[src/design/vrp_ram.sv]
// Generic single-port synchronous RAM with a registered read.
// No dependencies.
module vrp_ram #(
    parameter int WIDTH = 8,
    parameter int DEPTH = 256
) (
    input  logic                     i_clk,
    input  logic                     i_we,
    input  logic [$clog2(DEPTH)-1:0] i_addr,
    input  logic [WIDTH-1:0]         i_wdata,
    output logic [WIDTH-1:0]         o_rdata
);

    logic [WIDTH-1:0] r_mem [DEPTH];
    logic [WIDTH-1:0] r_rdata;

    always_ff @(posedge i_clk) begin
        if (i_we) begin
            r_mem[i_addr] <= i_wdata;
        end
        r_rdata <= r_mem[i_addr];
    end

    assign o_rdata = r_rdata;

endmodule

[config.mk]
export PLATFORM = sky130hd
export DESIGN_NAME = vrp_ram
export DESIGN_NICKNAME = d
export VERILOG_FILES = /design/src/design/vrp_ram.sv
export SDC_FILE = /design/constraint.sdc
export NUM_CORES = 2
export LEC_CHECK = 0
export CAP_MARGIN = 20
export CORE_ASPECT_RATIO = 2
export CORE_UTILIZATION = 25
export DETAILED_ROUTE_END_ITERATION = 12
export DONT_BUFFER_PORTS = 1
export SETUP_SLACK_MARGIN = 0.5
export SLEW_MARGIN = 20
export SYNTH_ARGS = -nofsm -noshare
export SYNTH_HDL_FRONTEND = slang
export SYNTH_SLANG_ARGS = --single-unit
[constraint.sdc]
create_clock -name i_clk -period 2.6 [get_ports i_clk]
set_input_delay 0.39 -clock i_clk [delete_from_list [all_inputs] [get_ports i_clk]]
set_output_delay 0.39 -clock i_clk [all_outputs]
set_load 0.01 [all_outputs]
==> qor.tcl <==
set qor(initial_antenna_violation_count) 2
set qor(cts_made_buffers) 164
set qor(dieArea_um2) 316000
set qor(synth.top_cells.by_count) {sky130_fd_sc_hd__edfxtp_1 (2048), sky130_fd_sc_hd__mux4_2 (512), sky130_fd_sc_hd__a22oi_1 (256)}
set qor(drv.max_cap_violation_count) 0
set qor(slew_headroom_pct) 19.9
set qor(crit_chain) {mux4_2 -> a22oi_2 -> a21oi_1 -> buf_4 -> o41ai_4 -> buf_4 -> nand4_1}
set qor(rsz0062_at_grt) {true}
set qor(largest_vdd_supply_drop_uv) 435
set qor(slew_viol_final) 0
set qor(run_status) {complete, but fails checks}
set qor(finalCriticalPeriod_ps) 2380
set qor(clk_transition_reported_paths_ps) 70
set qor(i_o_buffers) 0
set qor(yosys-top-cells-area) {sky130_fd_sc_hd__edfxtp_1 (78%), sky130_fd_sc_hd__mux4_2 (15%), sky130_fd_sc_hd__a22oi_1 (2.4%)}
set qor(number_of_setup_violations_in_the_final_report) 0
set qor(wirelength_mm) 227
set qor(synth_area_um2) 78500
set qor(worst_path_max_delay_cell) {sky130_fd_sc_hd__mux4_2}
set qor(drt_iter0_drc) 3239
set qor(fin_nets) 3919
set qor(final_core_utilization_pct) 30.3
set qor(die_height_um) 794
set qor(multiplexer_share_of_the_synthesized_area_pct) 14.7
set qor(drc) 0
set qor(worst_setup_path_start_kind) {register}
set qor(path_buf_inv) 2
set qor(layout-area-overhead-vs-synth_pct) 20.6
set qor(fmaxAchievable_mhz) 421
set qor(hold_violation_total_from_the_final_report) 3
set qor(power.density_nw_per_um2) 691
set qor(synth-seq-cells) 2056
set qor(critical_path.most_common_cell) {sky130_fd_sc_hd__buf_4}
set qor(die_w_um) 398
set qor(first_global_vias) 40500
set qor(routed_via_density) 4.67
set qor(vias) 37900
set qor(worst_slew_pin_slew_ps) 1200
set qor(yosys.area_share.xor_xnor_pct) 0
set qor(fin_tns_setup_ps) 0
set qor(total_power_w) 0.0654
set qor(synthAdderAreaFrac_pct) 0
set qor(synth-warning-count) 0
set qor(ys_seq_area_share_pct) 78.6
set qor(critical-path-top-delay-family) {compound AO/OA/AOI/OAI gates}
set qor(synth-compound-area-share_pct) 3.62
set qor(ys.flop_type) {sky130_fd_sc_hd__edfxtp_1}
set qor(pin_count_of_the_biggest_net_entering_global_routing) 519
set qor(cts_sinks) 2056
set qor(synth.largest_area_cell) {sky130_fd_sc_hd__edfxtp_1}
set qor(floorplan.rows) 290
set qor(async_reset_ff_share_pct) 0
set qor(grt_remaining_overflow) 0
set qor(synth_top_family_by_area) {multiplexers}
set qor(yosysTopAreaCellShare_pct) 78.3
set qor(synth_edf_count) 2048
set qor(synth.avg_cell_area_um2) 22.1
set qor(dpl.hpwl_mm) 129
set qor(synthMostInstantiatedCell) {sky130_fd_sc_hd__edfxtp_1}
set qor(detail_route.first_pass.iterations) 6
set qor(final_cycle_utilization_of_the_critical_path_pct) 91.4
set qor(floorplan.core_area_um2) 312000
set qor(place.gp.congestion) 0.841
set qor(final_layout_size_suffix_gt1_share_pct) 35.8
set qor(synthSimpleGateAreaFrac_pct) 1.73
set qor(r2r_setup_slack_ps) 220
set qor(grt_pass1_wl_mm) 300
set qor(globalRouteTotalUtil_pct) 13.2
set qor(timing.critical_path.required_ps) 3290
set qor(critPathMaxFanout) 1
set qor(slowest_delay_ps) 590
set qor(detailed_place.area_um2) 87700
set qor(drt.antenna.violating_nets) 0
set qor(initial_core_util_pct) 25.2
set qor(clock_tree.buffer_depth) 4
set qor(synthesized_netlist_cell_count) 3547
set qor(finalClockSkew_ps) 33.6
set qor(layout.cell_area.non_filler_um2) 94600
set qor(critical_path.endpoint_type) {register}
set qor(cts_root_buffer) {sky130_fd_sc_hd__clkbuf_16}
set qor(class_of_the_tightest_hold_or_removal_check) {in2reg}
set qor(clkLatencyLatePin_ps) 820
set qor(syn-num-nets) 3565
set qor(critical_path_class) {reg2reg}
set qor(synth_cell_types) 22
set qor(clock_tree_from_tritoncts) {yes}
set qor(pin_count) 26
set qor(cts-htree-levels) 4
set qor(p_leak_nw) 28.1
set qor(routed_wire_length_per_instance_um) 28.0
set qor(arrival_ps) 3060
set qor(holdWs_ps) -6.74
set qor(violations) {hold timing}
==> kinds of logic (layout without fill, tap and decap cells) <==
kind of cell    count (synthesis)  in the layout
buf+inv                       233            706
flops                        2056           2056
compound gates                416            416
simple gates                  330            330
mux                           512            512
other cells                     0              1
==> flip-flops by register name, summed over array words and instances (netlist names) <==
name and count:
r_mem 2048, o_rdata 8
==> report_power, final <==
part | switching, W | internal, W | total (W)
clock | 0.0118 | 0.0133 | 0.0251
sequential | 0.0000768 | 0.0365 | 0.0366
combinational | 0.00235 | 0.00138 | 0.00373
==> routing by layer <==
layer | routed length, µm | vias to the layer above | track usage [%] | share of wire [%]
met1 | 69400 | 20500 | 12.2 | 31
met5 | 0 | - | 0 | 0
met4 | 16600 | 0 | 8.50 | 7.3
met2 | 131000 | 1244 | 26.5 | 58
li1 | - | 15700 | - | -
met3 | 9960 | 423 | 1.53 | 4.4
==> worst reg2reg max path, cell delays in order, from the launching register on <==
cell	delay [ps]
sky130_fd_sc_hd__edfxtp_1	390
sky130_fd_sc_hd__mux4_2	590
sky130_fd_sc_hd__a22oi_2	150
sky130_fd_sc_hd__a21oi_1	90
sky130_fd_sc_hd__buf_4	190
sky130_fd_sc_hd__o41ai_4	530
sky130_fd_sc_hd__buf_4	220
sky130_fd_sc_hd__nand4_1	90
==> final timing paths <==
kind                                              start                      end  cells past startpoint
worst max register to register  r_mem[197][7]$_DFFE_PP_       o_rdata[7]$_DFF_P_                      7
worst min register to register   r_mem[48][3]$_DFFE_PP_       o_rdata[3]$_DFF_P_                      5
worst max-delay path            r_mem[197][7]$_DFFE_PP_       o_rdata[7]$_DFF_P_                      7
worst min-delay path                         i_wdata[7]  r_mem[254][7]$_DFFE_PP_                      1
==> final cells by class <==
type / instances / area (µm²)
fillers: 29900 / 217000
flip-flops and latches: 2056 / 61700
multi-input cells: 1258 / 17600
well taps: 4088 / 5110
repair buffers: 420 / 5080
clock buffers: 192 / 4250
clock inverters: 93 / 897
inverters: 1 / 3.75
diodes: 1 / 2.50
==> per-stage QoR <==
step | setup WS, ps | std cells
2_1_floorplan | 286 | 3547
3_3_place_gp | -1650 | 7761
3_5_place_dp | -1100 | 7761
4_1_cts | 167 | 8062
6_report | 224 | 8109
5_1_grt | 199 | 8109
==> cells in the final DEF, fill, tap and decap left out, types with 11 or more instances in the layout <==
master and count:
sky130_fd_sc_hd__bufinv_16 15, sky130_fd_sc_hd__nor2_4 162, sky130_fd_sc_hd__clkbuf_16 181, sky130_fd_sc_hd__nor3_1 11, sky130_fd_sc_hd__clkinv_2 29, sky130_fd_sc_hd__buf_16 29, sky130_fd_sc_hd__edfxtp_1 2048, sky130_fd_sc_hd__clkbuf_1 26
sky130_fd_sc_hd__mux4_2 512, sky130_fd_sc_hd__buf_12 83, sky130_fd_sc_hd__a22oi_1 239, sky130_fd_sc_hd__a22oi_2 17, sky130_fd_sc_hd__o41ai_2 17, sky130_fd_sc_hd__a21oi_1 117, sky130_fd_sc_hd__nand2_1 12, sky130_fd_sc_hd__clkinv_1 25
sky130_fd_sc_hd__nor2_1 60, sky130_fd_sc_hd__buf_4 281, sky130_fd_sc_hd__nand2_2 16, sky130_fd_sc_hd__nor3_2 19
==> timing repair <==
item                                    4_1_cts  5_1_grt
hold buffers                                 16       12
hold endpoints to repair                   1023      207
pin swaps                                    12        5
gates resized for setup                      54       19
endpoints found under the setup margin        8     2056
cloned                                        0       21
setup buffers                                 0        6
Note: power is estimated with default switching activity, not from simulation.
